File: config.mk
export PLATFORM = sky130hd
export DESIGN_NAME = six_step_bldc_commutation_control
export DESIGN_NICKNAME = d
export VERILOG_FILES = /design/src/rtl/sixstep_pkg.sv /design/src/rtl/sixstep_regs.sv /design/src/rtl/sixstep_div.sv /design/src/rtl/sixstep_pipe.sv /design/src/rtl/sixstep_ctrl.sv /design/src/rtl/six_step_bldc_commutation_control.sv
export VERILOG_INCLUDE_DIRS = /design/src /design/src/rtl
export SDC_FILE = /design/constraint.sdc
export NUM_CORES = 2
export LEC_CHECK = 0
export BUFFER_PORTS_ARGS = -buffer_cell sky130_fd_sc_hd__buf_2
export CAP_MARGIN = 20
export CELL_PAD_IN_SITES_DETAIL_PLACEMENT = 0
export CELL_PAD_IN_SITES_GLOBAL_PLACEMENT = 1
export CORE_MARGIN = 2
export CORE_UTILIZATION = 44
export DETAILED_ROUTE_END_ITERATION = 7
export PLACE_DENSITY_LB_ADDON = 0.1
export SYNTH_ARGS = -nofsm -noshare
export SYNTH_HDL_FRONTEND = slang
export SYNTH_SLANG_ARGS = --single-unit
File: constraint.sdc
create_clock -name clk -period 7.5 [get_ports clk]
set_input_delay 1.5 -clock clk [delete_from_list [all_inputs] [get_ports clk]]
set_output_delay 1.5 -clock clk [all_outputs]
set_load 0.02 [all_outputs]
File: src/rtl/six_step_bldc_commutation_control_macros.svh
// Assertion helpers shared by the commutation controller RTL.
`ifndef SIX_STEP_BLDC_COMMUTATION_CONTROL_MACROS_SVH
`define SIX_STEP_BLDC_COMMUTATION_CONTROL_MACROS_SVH

// Condition that must hold at every clock edge out of reset.
`define SIXSTEP_ASSERT(label, clk, rst_n, cond) \
    label: assert property (@(posedge clk) disable iff (!rst_n) (cond)) \
        else $error("sixstep: invariant violated");

// Same-cycle implication.
`define SIXSTEP_ASSERT_IMPL(label, clk, rst_n, ante, cons) \
    label: assert property (@(posedge clk) disable iff (!rst_n) (ante) |-> (cons)) \
        else $error("sixstep: implication violated");

// Next-cycle implication.
`define SIXSTEP_ASSERT_NEXT(label, clk, rst_n, ante, cons) \
    label: assert property (@(posedge clk) disable iff (!rst_n) (ante) |=> (cons)) \
        else $error("sixstep: next-cycle implication violated");

`endif

File: src/rtl/sixstep_pkg.sv
package sixstep_pkg;

    localparam int QUO_W       = 16;
    localparam int SUM_W       = 18;
    localparam int STOP_MARGIN = 30;
    localparam int PADDR_W     = 5;
    localparam int PDATA_W     = 32;

    // event kinds
    localparam logic [1:0] FUNC_TICK     = 2'd0;
    localparam logic [1:0] FUNC_THROTTLE = 2'd1;
    localparam logic [1:0] FUNC_COMPARE  = 2'd2;
    localparam logic [1:0] FUNC_CURRENT  = 2'd3;

    // register indexes (byte address / 4)
    localparam logic [2:0] REG_NEUTRAL    = 3'd0;
    localparam logic [2:0] REG_PWM_TOP    = 3'd1;
    localparam logic [2:0] REG_CUR_LIMIT  = 3'd2;
    localparam logic [2:0] REG_START_DUTY = 3'd3;
    localparam logic [2:0] REG_FIRST_HOLD = 3'd4;
    localparam logic [2:0] REG_HOLD_DEC   = 3'd5;
    localparam logic [2:0] REG_STEPS      = 3'd6;

    localparam logic [15:0] RST_NEUTRAL    = 16'd3000;
    localparam logic [15:0] RST_PWM_TOP    = 16'd1200;
    localparam logic [11:0] RST_CUR_LIMIT  = 12'd3000;
    localparam logic [15:0] RST_START_DUTY = 16'd200;
    localparam logic [15:0] RST_FIRST_HOLD = 16'd3000;
    localparam logic [7:0]  RST_HOLD_DEC   = 8'd5;
    localparam logic [8:0]  RST_STEPS      = 9'd350;

    localparam logic [2:0] LAST_STEP = 3'd5;

    typedef struct packed {
        logic [15:0] neutral_width;
        logic [15:0] pwm_top;
        logic [11:0] current_limit;
        logic [15:0] startup_duty;
        logic [15:0] startup_first_hold;
        logic [7:0]  startup_hold_decrement;
        logic [8:0]  startup_steps;
    } cfg_t;

    // event fields carried down the throttle pipeline
    typedef struct packed {
        logic [1:0]  func;
        logic [1:0]  comparator;
        logic [11:0] current_sample;
        logic        big;   // throttle at or beyond full scale
        logic        zero;  // throttle at or below zero
    } tag_t;

    typedef struct packed {
        logic [2:0] high;
        logic [2:0] low;
        logic [2:0] watch;
    } gates_t;

    function automatic gates_t step_gates(input logic [2:0] s);
        gates_t g;
        case (s)
            3'd0:    g = '{high: 3'b001, low: 3'b100, watch: 3'b010};
            3'd1:    g = '{high: 3'b010, low: 3'b100, watch: 3'b001};
            3'd2:    g = '{high: 3'b010, low: 3'b001, watch: 3'b100};
            3'd3:    g = '{high: 3'b100, low: 3'b001, watch: 3'b010};
            3'd4:    g = '{high: 3'b100, low: 3'b010, watch: 3'b001};
            3'd5:    g = '{high: 3'b001, low: 3'b010, watch: 3'b100};
            default: g = '{high: 3'b001, low: 3'b100, watch: 3'b010};
        endcase
        return g;
    endfunction

endpackage

File: src/rtl/sixstep_regs.sv
module sixstep_regs import sixstep_pkg::*;
(
    input  logic               clk,
    input  logic               rst_n,
    input  logic               psel,
    input  logic               penable,
    input  logic               pwrite,
    input  logic [PADDR_W-1:0] paddr,
    input  logic [PDATA_W-1:0] pwdata,
    output logic [PDATA_W-1:0] prdata,
    output logic               pready,
    output cfg_t               cfg
);

    cfg_t       cfg_reg;
    logic [2:0] index;
    logic       wr_en;

    assign pready = 1'b1;
    assign index  = paddr[PADDR_W-1:2];
    assign wr_en  = psel && penable && pwrite;
    assign cfg    = cfg_reg;

    always_ff @(posedge clk or negedge rst_n)
    begin
        if (!rst_n)
        begin
            cfg_reg.neutral_width          <= RST_NEUTRAL;
            cfg_reg.pwm_top                <= RST_PWM_TOP;
            cfg_reg.current_limit          <= RST_CUR_LIMIT;
            cfg_reg.startup_duty           <= RST_START_DUTY;
            cfg_reg.startup_first_hold     <= RST_FIRST_HOLD;
            cfg_reg.startup_hold_decrement <= RST_HOLD_DEC;
            cfg_reg.startup_steps          <= RST_STEPS;
        end
        else if (wr_en)
        begin
            case (index)
                REG_NEUTRAL:    cfg_reg.neutral_width          <= pwdata[15:0];
                REG_PWM_TOP:    cfg_reg.pwm_top                <= pwdata[15:0];
                REG_CUR_LIMIT:  cfg_reg.current_limit          <= pwdata[11:0];
                REG_START_DUTY: cfg_reg.startup_duty           <= pwdata[15:0];
                REG_FIRST_HOLD: cfg_reg.startup_first_hold     <= pwdata[15:0];
                REG_HOLD_DEC:   cfg_reg.startup_hold_decrement <= pwdata[7:0];
                REG_STEPS:      cfg_reg.startup_steps          <= pwdata[8:0];
                default:        ;
            endcase
        end
    end

    always_comb
    begin
        case (index)
            REG_NEUTRAL:    prdata = PDATA_W'(cfg_reg.neutral_width);
            REG_PWM_TOP:    prdata = PDATA_W'(cfg_reg.pwm_top);
            REG_CUR_LIMIT:  prdata = PDATA_W'(cfg_reg.current_limit);
            REG_START_DUTY: prdata = PDATA_W'(cfg_reg.startup_duty);
            REG_FIRST_HOLD: prdata = PDATA_W'(cfg_reg.startup_first_hold);
            REG_HOLD_DEC:   prdata = PDATA_W'(cfg_reg.startup_hold_decrement);
            REG_STEPS:      prdata = PDATA_W'(cfg_reg.startup_steps);
            default:        prdata = '0;
        endcase
    end

endmodule

File: src/rtl/sixstep_div.sv
module sixstep_div import sixstep_pkg::*;
#(
    parameter int SPAN = 6379
)
(
    input  logic                                clk,
    input  logic                                rst_n,
    input  logic                                in_valid,
    output logic                                in_ready,
    input  tag_t                                in_tag,
    input  logic [$clog2(SPAN+1)+QUO_W-1:0]     in_prod,
    output logic                                out_valid,
    input  logic                                out_ready,
    output tag_t                                out_tag,
    output logic [QUO_W-1:0]                    out_quo
);

    localparam int PW    = $clog2(SPAN+1) + QUO_W;
    localparam int RW    = PW + 1;
    localparam int SHIFT = PW + $clog2(SPAN);
    // ceil(2^SHIFT / SPAN) gives the exact floor quotient for any PW-bit dividend
    localparam logic [RW-1:0] RECIP =
        RW'(((64'd1 << SHIFT) + 64'(SPAN) - 64'd1) / 64'(SPAN));

    logic              valid_reg;
    tag_t              tag_reg;
    logic [QUO_W-1:0]  quo_reg;
    logic [PW+RW-1:0]  full;
    logic [QUO_W-1:0]  quo_next;

    // dividend stays below SPAN * 2^16, so the quotient fits 16 bits
    assign full     = {{RW{1'b0}}, in_prod} * {{PW{1'b0}}, RECIP};
    assign quo_next = full[SHIFT +: QUO_W];

    assign in_ready  = !valid_reg || out_ready;
    assign out_valid = valid_reg;
    assign out_tag   = tag_reg;
    assign out_quo   = quo_reg;

    always_ff @(posedge clk or negedge rst_n)
    begin
        if (!rst_n)
        begin
            valid_reg <= 1'b0;
        end
        else if (in_ready)
        begin
            valid_reg <= in_valid;
        end
    end

    always_ff @(posedge clk)
    begin
        if (in_ready && in_valid)
        begin
            tag_reg <= in_tag;
            quo_reg <= quo_next;
        end
    end

endmodule

File: src/rtl/sixstep_pipe.sv
module sixstep_pipe import sixstep_pkg::*;
#(
    parameter int SPAN = 6379
)
(
    input  logic             clk,
    input  logic             rst_n,
    input  logic             in_valid,
    output logic             in_stall,
    input  logic [1:0]       func,
    input  logic [15:0]      pulse_width,
    input  logic [1:0]       comparator,
    input  logic [11:0]      current_sample,
    input  cfg_t             cfg,
    output logic             tail_valid,
    input  logic             tail_ready,
    output tag_t             tail_tag,
    output logic [QUO_W-1:0] tail_quo
);

    localparam int SW = $clog2(SPAN+1);
    localparam int PW = SW + QUO_W;
    localparam logic signed [SUM_W-1:0] SPAN_S = SUM_W'(SPAN);

    // stage A: offset throttle width
    logic signed [SUM_W-1:0] sum;
    logic                    a_valid_reg;
    logic                    a_ready;
    tag_t                    a_tag_reg;
    logic [SW-1:0]           a_sum_reg;

    // stage B: scale by PWM top
    logic                    b_valid_reg;
    logic                    b_ready;
    tag_t                    b_tag_reg;
    logic [PW-1:0]           b_prod_reg;
    logic [PW-1:0]           prod;

    logic                    div_ready;

    assign sum = $signed({2'b00, pulse_width}) - $signed({2'b00, cfg.neutral_width}) + SPAN_S;

    assign a_ready  = !a_valid_reg || b_ready;
    assign in_stall = !a_ready;

    always_ff @(posedge clk or negedge rst_n)
    begin
        if (!rst_n)
        begin
            a_valid_reg <= 1'b0;
        end
        else if (a_ready)
        begin
            a_valid_reg <= in_valid;
        end
    end

    always_ff @(posedge clk)
    begin
        if (a_ready && in_valid)
        begin
            a_tag_reg.func           <= func;
            a_tag_reg.comparator     <= comparator;
            a_tag_reg.current_sample <= current_sample;
            a_tag_reg.big            <= sum >= SPAN_S;
            a_tag_reg.zero           <= sum[SUM_W-1] || (sum == '0);
            a_sum_reg                <= sum[SW-1:0];
        end
    end

    // only 0 < sum < SPAN gets here meaningfully, so the quotient fits 16 bits
    assign prod = (a_tag_reg.big || a_tag_reg.zero) ? '0
                : {{QUO_W{1'b0}}, a_sum_reg} * {{SW{1'b0}}, cfg.pwm_top};

    assign b_ready = !b_valid_reg || div_ready;

    always_ff @(posedge clk or negedge rst_n)
    begin
        if (!rst_n)
        begin
            b_valid_reg <= 1'b0;
        end
        else if (b_ready)
        begin
            b_valid_reg <= a_valid_reg;
        end
    end

    always_ff @(posedge clk)
    begin
        if (b_ready && a_valid_reg)
        begin
            b_tag_reg  <= a_tag_reg;
            b_prod_reg <= prod;
        end
    end

    sixstep_div #(
        .SPAN (SPAN)
    ) u_div (
        .clk       (clk),
        .rst_n     (rst_n),
        .in_valid  (b_valid_reg),
        .in_ready  (div_ready),
        .in_tag    (b_tag_reg),
        .in_prod   (b_prod_reg),
        .out_valid (tail_valid),
        .out_ready (tail_ready),
        .out_tag   (tail_tag),
        .out_quo   (tail_quo)
    );

endmodule

File: src/rtl/sixstep_ctrl.sv
`include "six_step_bldc_commutation_control_macros.svh"

module sixstep_ctrl import sixstep_pkg::*;
(
    input  logic             clk,
    input  logic             rst_n,
    input  cfg_t             cfg,
    input  logic             in_valid,
    output logic             in_ready,
    input  tag_t             in_tag,
    input  logic [QUO_W-1:0] in_quo,
    output logic             out_valid,
    input  logic             out_stall,
    output logic [2:0]       high_side_on,
    output logic [2:0]       low_side_on,
    output logic [2:0]       watch_mask,
    output logic [15:0]      duty,
    output logic [2:0]       step_index,
    output logic             moving,
    output logic             starting,
    output logic             over_current
);

    logic [2:0]  next_step_reg,  next_step_next;
    logic [2:0]  high_reg,       high_next;
    logic [2:0]  low_reg,        low_next;
    logic [2:0]  armed_reg,      armed_next;
    logic [15:0] duty_reg,       duty_next;
    logic        running_reg,    running_next;
    logic        ramping_reg,    ramping_next;
    logic [8:0]  ramp_count_reg, ramp_count_next;
    logic [15:0] hold_reg,       hold_next;
    logic [15:0] pending_reg,    pending_next;
    logic        limit_hold_reg, limit_hold_next;
    logic        out_valid_reg;

    logic                    accept;
    logic [15:0]             val;
    logic signed [SUM_W-1:0] stop_level;
    logic                    stop;
    logic [2:0]              cur_step;
    gates_t                  gates;
    logic [2:0]              step_after;
    logic [2:0]              cmp_mask;
    logic                    cmp_hit;
    logic [15:0]             hold_dec;
    logic [8:0]              count_inc;
    logic [8:0]              steps_eff;
    logic [16:0]             cut;
    logic [15:0]             hold_calc;
    logic [15:0]             first_hold;

    assign in_ready = !out_valid_reg || !out_stall;
    assign accept   = in_valid && in_ready;

    // throttle decision
    assign val        = in_tag.zero ? 16'd0 : in_quo;
    assign stop_level = $signed({2'b00, cfg.pwm_top}) - $signed(SUM_W'(STOP_MARGIN));
    assign stop       = in_tag.big || !($signed({2'b00, val}) < stop_level);

    // commutation table lookup
    assign cur_step   = (next_step_reg > LAST_STEP) ? 3'd0 : next_step_reg;
    assign gates      = step_gates(cur_step);
    assign step_after = (cur_step == LAST_STEP) ? 3'd0 : cur_step + 3'd1;

    assign cmp_mask = 3'b001 << in_tag.comparator;
    assign cmp_hit  = |(cmp_mask & armed_reg);

    // ramp pacing
    assign hold_dec   = (hold_reg == 16'd0) ? 16'd0 : hold_reg - 16'd1;
    assign count_inc  = ramp_count_reg + 9'd1;
    assign steps_eff  = (cfg.startup_steps == 9'd0) ? 9'd1 : cfg.startup_steps;
    assign cut        = {8'b0, count_inc} * {9'b0, cfg.startup_hold_decrement};
    assign hold_calc  = (cut >= {1'b0, cfg.startup_first_hold}) ? 16'd1
                      : cfg.startup_first_hold - cut[15:0];
    assign first_hold = (cfg.startup_first_hold == 16'd0) ? 16'd1
                      : cfg.startup_first_hold;

    always_comb
    begin
        next_step_next  = next_step_reg;
        high_next       = high_reg;
        low_next        = low_reg;
        armed_next      = armed_reg;
        duty_next       = duty_reg;
        running_next    = running_reg;
        ramping_next    = ramping_reg;
        ramp_count_next = ramp_count_reg;
        hold_next       = hold_reg;
        pending_next    = pending_reg;
        limit_hold_next = limit_hold_reg;

        if (in_tag.func == FUNC_CURRENT)
        begin
            if (in_tag.current_sample > cfg.current_limit)
            begin
                low_next        = 3'b000;
                limit_hold_next = 1'b1;
            end
            else
            begin
                limit_hold_next = 1'b0;
            end
        end
        else if (!limit_hold_reg)
        begin
            case (in_tag.func)
                FUNC_TICK:
                begin
                    if (ramping_reg)
                    begin
                        hold_next = hold_dec;
                        if (hold_dec == 16'd0)
                        begin
                            ramp_count_next = count_inc;
                            if (count_inc >= steps_eff)
                            begin
                                ramping_next = 1'b0;
                                duty_next    = pending_reg;
                            end
                            else
                            begin
                                high_next      = gates.high;
                                low_next       = gates.low;
                                armed_next     = gates.watch;
                                next_step_next = step_after;
                                hold_next      = hold_calc;
                            end
                        end
                    end
                end
                FUNC_THROTTLE:
                begin
                    if (!ramping_reg)
                    begin
                        if (!stop)
                        begin
                            if (running_reg)
                            begin
                                duty_next = val;
                            end
                            else
                            begin
                                pending_next    = val;
                                running_next    = 1'b1;
                                ramping_next    = 1'b1;
                                ramp_count_next = 9'd0;
                                duty_next       = cfg.startup_duty;
                                high_next       = gates.high;
                                low_next        = gates.low;
                                armed_next      = gates.watch;
                                next_step_next  = step_after;
                                hold_next       = first_hold;
                            end
                        end
                        else
                        begin
                            running_next = 1'b0;
                            ramping_next = 1'b0;
                            duty_next    = cfg.pwm_top;
                        end
                    end
                end
                FUNC_COMPARE:
                begin
                    if (!ramping_reg && cmp_hit)
                    begin
                        high_next      = gates.high;
                        low_next       = gates.low;
                        armed_next     = gates.watch;
                        next_step_next = step_after;
                    end
                end
                default: ;
            endcase
        end
    end

    always_ff @(posedge clk or negedge rst_n)
    begin
        if (!rst_n)
        begin
            next_step_reg  <= '0;
            high_reg       <= '0;
            low_reg        <= '0;
            armed_reg      <= '0;
            duty_reg       <= '0;
            running_reg    <= 1'b0;
            ramping_reg    <= 1'b0;
            ramp_count_reg <= '0;
            hold_reg       <= '0;
            pending_reg    <= '0;
            limit_hold_reg <= 1'b0;
            out_valid_reg  <= 1'b0;
        end
        else
        begin
            if (in_ready)
            begin
                out_valid_reg <= in_valid;
            end
            if (accept)
            begin
                next_step_reg  <= next_step_next;
                high_reg       <= high_next;
                low_reg        <= low_next;
                armed_reg      <= armed_next;
                duty_reg       <= duty_next;
                running_reg    <= running_next;
                ramping_reg    <= ramping_next;
                ramp_count_reg <= ramp_count_next;
                hold_reg       <= hold_next;
                pending_reg    <= pending_next;
                limit_hold_reg <= limit_hold_next;
            end
        end
    end

    // state registers double as the result register
    assign out_valid    = out_valid_reg;
    assign high_side_on = high_reg;
    assign low_side_on  = low_reg;
    assign watch_mask   = armed_reg;
    assign duty         = duty_reg;
    assign moving       = running_reg;
    assign starting     = ramping_reg;
    assign over_current = limit_hold_reg;

    always_comb
    begin
        if (high_reg == 3'b000)
        begin
            step_index = 3'd0;
        end
        else if (next_step_reg == 3'd0 || next_step_reg > LAST_STEP)
        begin
            step_index = LAST_STEP;
        end
        else
        begin
            step_index = next_step_reg - 3'd1;
        end
    end

    `SIXSTEP_ASSERT(a_ramp_implies_run, clk, rst_n, !ramping_reg || running_reg)
    `SIXSTEP_ASSERT(a_no_shoot_through, clk, rst_n, (high_reg & low_reg) == 3'b000)
    `SIXSTEP_ASSERT_IMPL(a_hold_lows_off, clk, rst_n, limit_hold_reg, low_reg == 3'b000)
    `SIXSTEP_ASSERT_IMPL(a_one_armed, clk, rst_n, high_reg != 3'b000, $onehot(armed_reg))
    `SIXSTEP_ASSERT_NEXT(a_stalled_state, clk, rst_n, out_valid_reg && out_stall, $stable(duty_reg) && $stable(high_reg) && $stable(next_step_reg))

endmodule

File: src/rtl/six_step_bldc_commutation_control.sv
// Six-step sensorless BLDC commutation controller. Each request on the input
// channel is one event (1 us tick, throttle capture, back-EMF comparator
// edge, current sample) and produces exactly one result: gate enables, armed
// comparator, duty compare value, step index and run/ramp/overcurrent flags.
// The block takes one request per clock while in_stall is low; each request
// passes through the registered stages in order (input offset stage,
// throttle multiply stage, reciprocal-multiply division stage, then
// the state update that also holds the result). Empty stages collapse, so up
// to three more requests are taken while a result waits; then in_stall rises.
// Settings are written over the APB port at byte address 4*index and should
// only change while no request is in flight.
module six_step_bldc_commutation_control import sixstep_pkg::*;
#(
    parameter int THROTTLE_SPAN = 6379
)
(
    input  logic               clk,
    input  logic               rst_n,
    input  logic               in_valid,
    output logic               in_stall,
    input  logic [1:0]         func,
    input  logic [15:0]        pulse_width,
    input  logic [1:0]         comparator,
    input  logic [11:0]        current_sample,
    output logic               out_valid,
    input  logic               out_stall,
    output logic [2:0]         high_side_on,
    output logic [2:0]         low_side_on,
    output logic [2:0]         watch_mask,
    output logic [15:0]        duty,
    output logic [2:0]         step_index,
    output logic               moving,
    output logic               starting,
    output logic               over_current,
    input  logic               psel,
    input  logic               penable,
    input  logic               pwrite,
    input  logic [PADDR_W-1:0] paddr,
    input  logic [PDATA_W-1:0] pwdata,
    output logic [PDATA_W-1:0] prdata,
    output logic               pready
);

    cfg_t             cfg;
    logic             tail_valid;
    logic             tail_ready;
    tag_t             tail_tag;
    logic [QUO_W-1:0] tail_quo;

    sixstep_regs u_regs (
        .clk     (clk),
        .rst_n   (rst_n),
        .psel    (psel),
        .penable (penable),
        .pwrite  (pwrite),
        .paddr   (paddr),
        .pwdata  (pwdata),
        .prdata  (prdata),
        .pready  (pready),
        .cfg     (cfg)
    );

    sixstep_pipe #(
        .SPAN (THROTTLE_SPAN)
    ) u_pipe (
        .clk            (clk),
        .rst_n          (rst_n),
        .in_valid       (in_valid),
        .in_stall       (in_stall),
        .func           (func),
        .pulse_width    (pulse_width),
        .comparator     (comparator),
        .current_sample (current_sample),
        .cfg            (cfg),
        .tail_valid     (tail_valid),
        .tail_ready     (tail_ready),
        .tail_tag       (tail_tag),
        .tail_quo       (tail_quo)
    );

    sixstep_ctrl u_ctrl (
        .clk          (clk),
        .rst_n        (rst_n),
        .cfg          (cfg),
        .in_valid     (tail_valid),
        .in_ready     (tail_ready),
        .in_tag       (tail_tag),
        .in_quo       (tail_quo),
        .out_valid    (out_valid),
        .out_stall    (out_stall),
        .high_side_on (high_side_on),
        .low_side_on  (low_side_on),
        .watch_mask   (watch_mask),
        .duty         (duty),
        .step_index   (step_index),
        .moving       (moving),
        .starting     (starting),
        .over_current (over_current)
    );

endmodule

[Yosys cells after proc, flatten, opt, wreduce, memory -nomap -nowiden]
Index checks and enable logic that the tools add are counted.
Cells by class
  add/subtract/negate cells: 8
  $mul: 3
  magnitude comparators: 6
  equal/unequal tests: 31
  shift operators: 1
  mux-type cells: 75
  bitwise operators: 6
  reductions and logical operators: 52
Operator list (number)
  2-to-1 mux 16 bit: 16
  one-hot mux 16 bit (7 select lines): 1
  2-to-1 mux 3 bit: 35
  one-hot mux 16 bit (2 select lines): 2
  multiplier 29 x 30 -> 58 bit (second input constant): 1
  2-to-1 mux 9 bit: 6
  logical NOT 16 bit: 3
  one-hot mux 9 bit (5 select lines): 1
  one-hot mux 3 bit (3 select lines): 4
  multiplier 13 x 16 -> 29 bit: 1
  AND reduction 11 bit: 2
  adder 18 x 14 -> 18 bit (second input constant): 1
  greater-or-equal comparator 18 x 14 -> 1 bit (second input constant): 1
  logical NOT 18 bit: 1
  < comparator 17 x 18 -> 1 bit: 1
  one-hot mux 9 bit (2 select lines): 1
  greater-or-equal comparator 17 x 16 -> 1 bit: 1
  multiplier 9 x 8 -> 17 bit: 1
  subtractor 16 x 16 -> 17 bit: 1
  subtractor 16 x 5 -> 17 bit (second input constant): 1
  AND reduction 2 bit: 8
  AND reduction 8 bit: 2
  subtractor 16 x 1 -> 16 bit (second input constant): 1
  subtractor 16 bit: 1
  35 further kinds: 89
Storage, ports and cells
  register bits: 281
  bits of input ports: 76

[Depth between registers and ports, before layout]
  depth after elaboration: 10
  mapped depth: 29
  depth with buffers taken out: 28

[Cells and area by module]
A second synthesis with hierarchy kept.
Unflattened totals
  cell total of the unflattened synthesis: 3803
  area total of the unflattened synthesis: 38146.6 um2
By module, submodules not included
  sixstep_div: instances 1, cells an instance 1324, area an instance 13792.0 um2, sequential area each 1046.0 um2
  sixstep_pipe: instances 1, cells an instance 1088, area an instance 10540.1 um2, sequential area each 2392.3 um2
  sixstep_ctrl: instances 1, cells an instance 1059, area an instance 9092.5 um2, sequential area each 1826.8 um2
  sixstep_regs: instances 1, cells an instance 332, area an instance 4722.0 um2, sequential area each 2372.3 um2

[Worst setup path after synthesis]
No wires, ideal clock.
  path kind: register to register
  start point: register u_pipe.b_prod_reg[21]
  end point: register u_pipe.u_div.quo_reg[15], in the netlist u_pipe.u_div.out_quo[15], data pin
  setup time: 261 ps
  arrival: 6546 ps
  path slack: 693 ps
  stages on the path, launching flop included: 23
  buffers on the path: 0
  clock period less this slack: 6807 ps
  path through: edfxtp_1 -> fa_1 -> inv_1 -> fa_1 -> inv_1 -> fa_1 -> inv_1 -> fa_1 -> fa_1 -> fa_1 -> inv_1 -> fa_1 -> fa_1 -> ha_1 -> a21oi_1 -> o211ai_1 -> a41oi_1 -> nand4_1 -> a21oi_1 -> o21ai_0 -> a21oi_1 -> o21ai_0 -> xnor2_1
Between the ends
  cells in the longest elaborated chain, start to end: 1
RTL lines
  start, declared: line sixstep_pipe.sv:36  | logic [PW-1:0] b_prod_reg;
  start signal, assigned: line sixstep_pipe.sv:94  | b_prod_reg <= prod;
  multiplier 29 x 30 -> 58 bit: line sixstep_div.sv:32  | assign full = {{RW{1'b0}}, in_prod} * {{PW{1'b0}}, RECIP};
  via u_pipe.u_div.full[57]: line sixstep_div.sv:28  | logic [PW+RW-1:0] full;
  end signal, assigned: line sixstep_div.sv:57  | quo_reg <= quo_next;
  end, declared: line sixstep_div.sv:27  | logic [QUO_W-1:0] quo_reg;
The timed path passes the listed nets, and every way through them passes these cells.
A chain may end at the register's enable or synchronous reset.

[Final worst setup path]
  start point: register u_pipe.b_prod_reg[20]
  end point: register u_pipe.u_div.quo_reg[15], in the netlist u_pipe.u_div.out_quo[15], data pin
Same word-level chain as after synthesis.

==> impl_metrics.ini <==
[layout]
largest_register_ffs = 93
fillers = 8120
multiInputGateArea_sq_um = 26510
final-seq-area_sq_um = 7637
stdcell_count = 5068
layout_common_cells = 719 x inv_1, 576 x ha_1, 445 x fa_1
drive_gt1_share_pct = 10.20
nets = 4999
final_common_cell = inv_1
area_growth_pct = 8.997

[critical_path]
worst-r2r-setup-slack_ns = 0.33
start_kind = register
cp_data_required_time_ns = 7.81
startpoint = u_pipe.b_prod_reg[20]
criticalPathCategory = reg -> reg
slowest_delay_ns = 0.60
crit_buf_inv = 5
worst_r2r_startpoint = u_pipe.b_prod_reg[20]
crit_slowest_cell = fa_1
arrival_ns = 7.48
cp_top_family = adder cells
crit-reg2reg-capture = u_pipe.u_div.out_quo[15]
cp-end-kind = register
cp_common_cell = fa_1
cp_cell_sequence = fa_1, inv_1, fa_1, inv_1, fa_1, inv_1, fa_1, fa_1, fa_1, inv_1, fa_1, fa_1, ha_1, a21oi_1, o211ai_1, a41oi_2, nand4_1, a21oi_1, buf_4, o21ai_1, a21oi_2, o21ai_0, xnor2_1
cp_max_fo = 6
ff2ff_path_depth = 23

[clock_tree]
clk_path_buf_depth = 3
clk_pin_slew_ns = 0.06
hold_buffers = 0
cts_tree = built
cts-htree-levels = 2
worstSkewPairLatency_ns = 0.58
cts_sinks = 281
root_buffer = clkbuf_16
cts_inserted_buffers = 36

[timing]
hold_violations = 0
setup_tns_ns = 0
fin_worst_skew_ns = 0.03239
slew_headroom_pct = 33.93
maxSlewViolCount = 0
worstMarginPinSlew_ns = 0.9834
min_period_ns = 7.171
finalCritPeriodShare_pct = 95.61
fmax_ghz = 0.1395
finalSetupViolCount = 0
rsz0062_at_grt = false

[route]
via_per_inst = 5.287
drt-initial-drc-count = 1657
drc = 0
ant_nets = 0
drt_wl_total_mm = 104.6
vias = 26790
wl_per_cell_um = 20.65
first_pass_iters = 5

[global_route]
grt_pass1_vias = 27330
grt_pass1_wl_mm = 163.5
grt_max_degree = 142
antenna_found_initial = 5
overflow = 0
grt_use_total_pct = 24.71

[yosys]
synthArstFlopShare_pct = 60.14
avgSynthCellArea_sq_um = 9.833
synthXorXnorAreaFrac_pct = 2.511
netlist_area_sq_um = 37330
synth_compound_area_share_pct = 9.117
ys.flop_type = dfrtp_1
synth_fa_ha_area_share_pct = 43.17
synth_cell_types = 88
ys_warn_count = 0
synth_top_family_by_area = adder cells
yosys-mux-area-fraction_pct = 4.086
synth_seq_cells = 281
yosys.area_share.simple_pct = 11.83
synth_enable_flop_cells = 112
synthesis.instances = 3796
yosysSeqAreaShare_pct = 20.46

[status]
status = completed

[floorplan]
dieWidth_um = 295.3
die_area_sq_um = 87180
num_rows = 106
die_y_um = 295.3
start_util_pct = 44.53
ios = 142
core-area_sq_um = 83820

[min_path]
min_from = u_pipe.a_tag_reg[3]
whs_endpoint = u_pipe.b_tag_reg[3]
min_path_cells = 0
hp-class = reg -> reg

[placement]
dp.cells = 4994
dpl.hpwl_mm = 86.76
port_buffers = 106
place_congestion = 0.9253

[flow_run]
max_cap_violations = 0
through the flow:
step	instance area, sq um	worst slack (ns)	hold slack, ns	utilization, %
after floorplan	37380	0.6931	0.4003	-
after global placement	39360	0.2682	0.4009	46.96
after detailed placement	39360	0.1858	0.4045	46.96
after CTS	40600	0.1382	0.4182	48.44
after global routing	40680	0.02239	0.4176	48.53
final	40690	0.3294	0.4131	48.54
worst max-delay path by stage:
stage / to / cells past startpoint
floorplan: u_pipe.u_div.out_quo[15] / 22
global placement: u_pipe.u_div.out_quo[15] / 23
detailed placement: u_pipe.u_div.out_quo[15] / 23
CTS: u_pipe.u_div.out_quo[15] / 23
global route: u_pipe.u_div.out_quo[12] / 24
finish: u_pipe.u_div.out_quo[15] / 23
Yosys cell counts (14+ instances only):
| master | instances | area share, % |
|---|---|---|
| mux2i_1 | 32 | 0.86 |
| o211ai_1 | 16 | 0.32 |
| buf_4 | 18 | 0.36 |
| nand2b_1 | 28 | 0.47 |
| clkbuf_1 | 88 | 0.88 |
| mux2_2 | 79 | 2.4 |
| or3_1 | 19 | 0.32 |
| o21ai_0 | 132 | 1.8 |
| and3_1 | 18 | 0.30 |
| o21a_1 | 21 | 0.42 |
| buf_1 | 17 | 0.17 |
| a311oi_1 | 17 | 0.40 |
| mux2_1 | 16 | 0.48 |
| ha_1 | 576 | 19 |
| a31oi_1 | 24 | 0.40 |
| fa_1 | 445 | 24 |
| a211oi_1 | 26 | 0.52 |
| nor2b_1 | 58 | 0.97 |
| nor4_1 | 14 | 0.23 |
| xor2_1 | 45 | 1.1 |
| nor2_1 | 156 | 1.6 |
| nand3_1 | 48 | 0.64 |
| and2_1 | 131 | 2.2 |
| edfxtp_1 | 112 | 9.0 |
| dfrtp_1 | 133 | 8.9 |
| xnor2_1 | 62 | 1.5 |
| nor3_1 | 39 | 0.52 |
| nand2_1 | 289 | 2.9 |
| inv_1 | 719 | 7.2 |
| dfstp_2 | 36 | 2.5 |
| a21o_1 | 38 | 0.76 |
| nand4_1 | 22 | 0.37 |
| a21oi_1 | 116 | 1.6 |
metal layers:
metal | GRT usage (%) | wire [um] | vias to the layer above
met5 | 0 | 0 | -
met4 | 4.692 | 1797 | 0
met3 | 3.172 | 5326 | 97
met2 | 36.80 | 44950 | 584
met1 | 38.39 | 52570 | 13370
li1 | - | - | 12740
cells by family (layout without fill, tap and decap cells):
family | count (synthesis) | count (layout)
fa+ha+maj | 1021 | 1021
xor+xnor | 107 | 107
flops | 281 | 281
simple gates | 882 | 882
mux | 133 | 133
buf+inv | 851 | 970
other cells | 2 | 21
compound gates | 519 | 519
cell type report:
class / count / share of cell area, %
inverters: 719 / 6.633
clock inverters: 23 / 0.6274
clock buffers: 43 / 2.417
diodes: 4 / 0.02460
well taps: 1134 / 3.487
repair buffers: 185 / 2.882
multi-input cells: 2679 / 65.16
flip-flops and latches: 281 / 18.77
what timing repair did:
action,4_1_cts,5_1_grt
setup endpoints to repair,0,5
setup buffers,0,1
resized for setup,0,5
Power is not shown: default switching activity piles up to over one toggle a cycle in this logic, so the estimate is an artifact.
